### config.mk
export PLATFORM = sky130hd
export DESIGN_NAME = efi_queue
export DESIGN_NICKNAME = d
export VERILOG_FILES = /design/src/hw/rtl/efi_pkg.sv /design/src/hw/rtl/efi_queue.sv
export SDC_FILE = /design/constraint.sdc
export NUM_CORES = 1
export LEC_CHECK = 0
export BUFFER_PORTS_ARGS = -buffer_cell sky130_fd_sc_hd__buf_4
export CORE_ASPECT_RATIO = 0.8
export CORE_MARGIN = 2
export CORE_UTILIZATION = 30
export CTS_CLUSTER_DIAMETER = 120
export DETAILED_ROUTE_END_ITERATION = 10
export PLACE_DENSITY = 0.51
export RECOVER_POWER = 25
export SYNTH_ARGS = -nofsm -noshare
export SYNTH_HDL_FRONTEND = slang
export SYNTH_SLANG_ARGS = --single-unit
### constraint.sdc
create_clock -name clk -period 2.8 [get_ports clk]
set_input_delay 0.14 -clock clk [delete_from_list [all_inputs] [get_ports clk]]
set_output_delay 0.14 -clock clk [all_outputs]
set_load 0.05 [all_outputs]
### src/hw/rtl/efi_pkg.sv
// Shared types and constants of the escape-time fractal iterator.
// No dependencies; every module of the block imports it.
package efi_pkg;

    // Default datapath format: signed Q4.28
    localparam int DEFAULT_COORD_BITS = 32;
    localparam int DEFAULT_FRAC_BITS  = 28;

    // Field widths fixed by the register map
    localparam int VAR_W   = 4;
    localparam int LIMIT_W = 16;
    localparam int BAIL_W  = 64;

    // Configuration port
    localparam int APB_ADDR_W = 6;
    localparam int APB_DATA_W = 64;
    localparam int REG_IDX_W  = 3;

    localparam logic [REG_IDX_W-1:0] REG_VARIANT  = 3'd0;
    localparam logic [REG_IDX_W-1:0] REG_LIMIT    = 3'd1;
    localparam logic [REG_IDX_W-1:0] REG_BAILOUT  = 3'd2;
    localparam logic [REG_IDX_W-1:0] REG_SEED_RE  = 3'd3;
    localparam logic [REG_IDX_W-1:0] REG_SEED_IM  = 3'd4;

    // Reset values
    localparam logic [LIMIT_W-1:0] LIMIT_RESET   = 16'd256;
    localparam logic [BAIL_W-1:0]  BAILOUT_RESET = 64'h0400_0000_0000_0000;

    // Depth of the queue between front and engine
    localparam int QUEUE_DEPTH = 2;

    // Map selection
    typedef enum logic [VAR_W-1:0] {
        V_MANDEL  = 4'd0,
        V_JULIA   = 4'd1,
        V_BURN    = 4'd2,
        V_TRICORN = 4'd3,
        V_BUFFALO = 4'd4,
        V_CELTIC  = 4'd5,
        V_PERP    = 4'd6,
        V_Z8      = 4'd7,
        V_ALPHA   = 4'd8,
        V_BARN_J  = 4'd9,
        V_BARN_M  = 4'd10,
        V_PHOENIX = 4'd11
    } efi_variant_t;

    // Engine sequencer states
    typedef enum logic [2:0] {
        E_IDLE,
        E_CMUL,
        E_UPD,
        E_PHX,
        E_BAIL,
        E_DONE
    } efi_state_t;

    // Iteration controls handed from the register file to the engine
    typedef struct packed {
        logic [LIMIT_W-1:0] limit;
        logic [BAIL_W-1:0]  bailout;
    } efi_cfg_t;

endpackage

### src/hw/rtl/efi_queue.sv
// Short register FIFO between the front stage and the iteration engine.
// Depends on efi_pkg for the default depth.
module efi_queue
    import efi_pkg::*;
#(
    parameter int WIDTH = 8,
    parameter int DEPTH = QUEUE_DEPTH
) (
    input  logic             clk,
    input  logic             rst_n,
    input  logic             push_valid,
    output logic             push_ready,
    input  logic [WIDTH-1:0] push_data,
    output logic             pop_valid,
    input  logic             pop_ready,
    output logic [WIDTH-1:0] pop_data
);

    localparam int IW = (DEPTH > 1) ? $clog2(DEPTH) : 1;
    localparam int CW = $clog2(DEPTH + 1);

    logic [WIDTH-1:0] slot_reg [DEPTH];
    logic [IW-1:0]    wr_ptr_reg, wr_ptr_next;
    logic [IW-1:0]    rd_ptr_reg, rd_ptr_next;
    logic [CW-1:0]    count_reg, count_next;
    logic             do_push, do_pop;

    assign push_ready = (count_reg != CW'(DEPTH));
    assign pop_valid  = (count_reg != '0);
    assign pop_data   = slot_reg[rd_ptr_reg];
    assign do_push    = push_valid && push_ready;
    assign do_pop     = pop_valid && pop_ready;

    // Advance pointers with wrap and track fill level
    always_comb
    begin
        wr_ptr_next = wr_ptr_reg;
        rd_ptr_next = rd_ptr_reg;
        count_next  = count_reg;
        if (do_push)
        begin
            wr_ptr_next = (wr_ptr_reg == IW'(DEPTH - 1)) ? '0 : wr_ptr_reg + 1'b1;
        end
        if (do_pop)
        begin
            rd_ptr_next = (rd_ptr_reg == IW'(DEPTH - 1)) ? '0 : rd_ptr_reg + 1'b1;
        end
        if (do_push && !do_pop)
        begin
            count_next = count_reg + 1'b1;
        end
        else if (do_pop && !do_push)
        begin
            count_next = count_reg - 1'b1;
        end
    end

    always_ff @(posedge clk or negedge rst_n)
    begin
        if (!rst_n)
        begin
            wr_ptr_reg <= '0;
            rd_ptr_reg <= '0;
            count_reg  <= '0;
        end
        else
        begin
            wr_ptr_reg <= wr_ptr_next;
            rd_ptr_reg <= rd_ptr_next;
            count_reg  <= count_next;
        end
    end

    // Store the incoming beat
    always_ff @(posedge clk)
    begin
        if (do_push)
        begin
            slot_reg[wr_ptr_reg] <= push_data;
        end
    end

endmodule

==> flow_summary.toml <==
[clock_network]
cts.sinks = 20
clk_latency_ns = 0.30
clk_pin_slew_worst_paths_ns = 0.11
cts_buffer_depth = 2
hold_buffers = 1
cts_made_buffers = 3
cts-root-buf = "clkbuf_4"
cts_resized = 0
postCtsSetupBuffers = 0
cts_tree = "yes"
htreeDepth = 1

[detailed_routing]
wl_per_cell_um = 11.3
drc = 0
drtIter0Drc = 11
wl_um = 1260
drtPass1Iterations = 4
ant_nets = 0
avgViaCountPerCell = 3.99
vias = 447

[outcome]
outcome = "finished, final reports clean"

[worst_setup_path]
worst-path-max-fanout = 9
critPathKind = "reg2out"
critPathBufInv = 1
crit_path_end_kind = "primary output"
rr_endpoint = "slot_reg[0][1]"
critPathTopFamily = "flip-flops"
cp_slowest_cell = "dfrtp_1"
critPathMaxStageDelay_ns = 0.61
cp-start-kind = "flip-flop"
path_cells = "mux2_2 > buf_4"
critPathRequiredTime_ns = 2.66
r2r_cells = 3
cp.depth = 2
crit_arrival_ns = 1.49
r2r_slack_ns = 1.23
reg2reg_from = "count_reg[0]"

[pwr]
seq_power_share_pct = 39.9
pwr-share-clk_pct = 11.5
p_sw_share_pct = 42.4
p_leak_uw = 0.000436
vdd_ir_drop_max_mv = 0.669
p_sw_uw = 511
power_frac_comb_pct = 48.6
p_int_uw = 693
p_per_area_mw_per_mm2 = 1100

[placement]
hpwl_um = 870
dpl_worst_slack_ns = 1.20
place_congestion = 0.733
io_buffers = 21

[flow_run]
max-cap-violations = 0

[die]
start_util_pct = 32.0
io_pins = 22
dieWidth_um = 61.3
row_count = 16
dieArea_sq_mm = 0.00305
core_sq_mm = 0.00246
die-height_um = 49.8

[global_route]
grt_max_degree = 12
grt.total_usage_pct = 9.56
gr-total-overflow = 0
antenna_found_initial = 0
grt_pass1_wl_um = 2070
grt_pass1_vias = 450

[hold_path]
min_from = "pop_ready"
worstHoldPathType = "in2reg"
min_to = "rd_ptr_reg"
hold_depth = 3

[synth]
synth-seq-cells = 20
synthCells = 43
seq_area_frac_synth_pct = 73.8
yosys_warnings = 0
syn_area_per_cell_sq_um = 18.3
syn-cell-area_sq_um = 787
synth.distinct_cells = 14
syn_nets = 56

[final_layout]
drive_gt1_share_pct = 44.7
mostFrequentLayoutCells = "16 x buf_4, 16 x edfxtp_1, 9 x dlygate4sd3_1"
area_growth_pct = 39.4
nets = 90
largest_reg_flops = 16
antennaDiodeCount = 0
final_util_pct = 44.6

[timing]
fmax_mhz = 614
hold_viol = 0
rsz0062_at_grt = "false"
setup-violations-final = 0
relSlewSlack_pct = 55.6
skew_ns = 0.00374
worst_pin_slew_ns = 0.664
fin_setup_tns_ns = 0
slew_viol_final = 0
period_minus_slack_ns = 1.63
finalWorstSetupSlack_ns = 1.17
fin_crit_sh_pct = 58.2
==> power groups by stage <==
stage / sequential (uW) / combinational [uW] / clock, uW
floorplan: 452 / 465 / 0
global placement: 487 / 579 / 0
detailed placement: 488 / 582 / 0
CTS: 482 / 585 / 144
global route: 493 / 626 / 160
finish: 480 / 585 / 139
==> per-stage QoR <==
| stage | hold slack, ns | instance area (sq um) | power (uW) | cells |
|---|---|---|---|---|
| after detailed placement | -0.0596 | 985 | 1070 | 99 |
| after floorplan | -0.156 | 787 | 918 | 43 |
| final | 0.0881 | 1100 | 1200 | 112 |
| after global routing | 0.0750 | 1100 | 1280 | 112 |
| after global placement | -0.0568 | 985 | 1070 | 99 |
| after CTS | 0.00905 | 1020 | 1210 | 104 |
==> worst reg2reg max path, stage by stage (launching register included) <==
cell and delay (ns):
dfrtp_1 0.43, nand2b_4 0.16, nand2_1 0.10, nor2_1 0.53
==> worst max path at each step <==
stage            startpoint             end  slack (ns)
2_1_floorplan  count_reg[0]  slot_reg[0][0]        1.30
3_3_place_gp   count_reg[0]  slot_reg[0][5]        1.30
3_5_place_dp   count_reg[0]  slot_reg[0][5]        1.20
4_1_cts          rd_ptr_reg     pop_data[1]        1.14
5_1_grt        count_reg[0]  slot_reg[0][1]        1.08
6_report         rd_ptr_reg     pop_data[1]        1.17
==> cells in the mapped netlist <==
| library cell | n | area, sq um |
|---|---|---|
| nor2_1 | 2 | 7.51 |
| xnor2_1 | 3 | 26.3 |
| buf_2 | 1 | 5.00 |
| mux2_2 | 8 | 90.1 |
| nand2b_4 | 1 | 13.8 |
| nand2_1 | 1 | 3.75 |
| dfrtp_1 | 4 | 100 |
| and3_1 | 1 | 6.26 |
| inv_1 | 1 | 3.75 |
| edfxtp_1 | 16 | 480 |
| nand2_4 | 1 | 11.3 |
| xor2_1 | 2 | 17.5 |
| or2_4 | 1 | 8.76 |
| ha_1 | 1 | 12.5 |
==> kinds of logic after synthesis <==
| logic type | after synthesis | share of synthesized area (%) |
|---|---|---|
| xor gates and xnor gates | 5 | 5.57 |
| adders and majority gates | 1 | 1.59 |
| muxes | 8 | 11.4 |
| DFF | 20 | 73.8 |
| and+or+nand+nor | 7 | 6.52 |
| buffers and inverters | 2 | 1.11 |
==> cell type report <==
type	count	area (sq um)
Timing Repair Buffer	30	244
Sequential cell	20	581
Multi-Input combinational cell	21	198
Tap cell	36	45.0
Fill cell	239	1370
Clock buffer	3	22.5
Clock inverter	1	3.75
Inverter	1	3.75
==> per-layer routing <==
metal	global-route usage, %	up-vias	share of wire (%)
met5	0	-	0
met4	1.09	0	0
met3	5.77	0	8.1
met2	13.3	16	43
met1	13.2	210	49
li1	-	221	-
No activity file was read; power rests on OpenSTA's default activity.
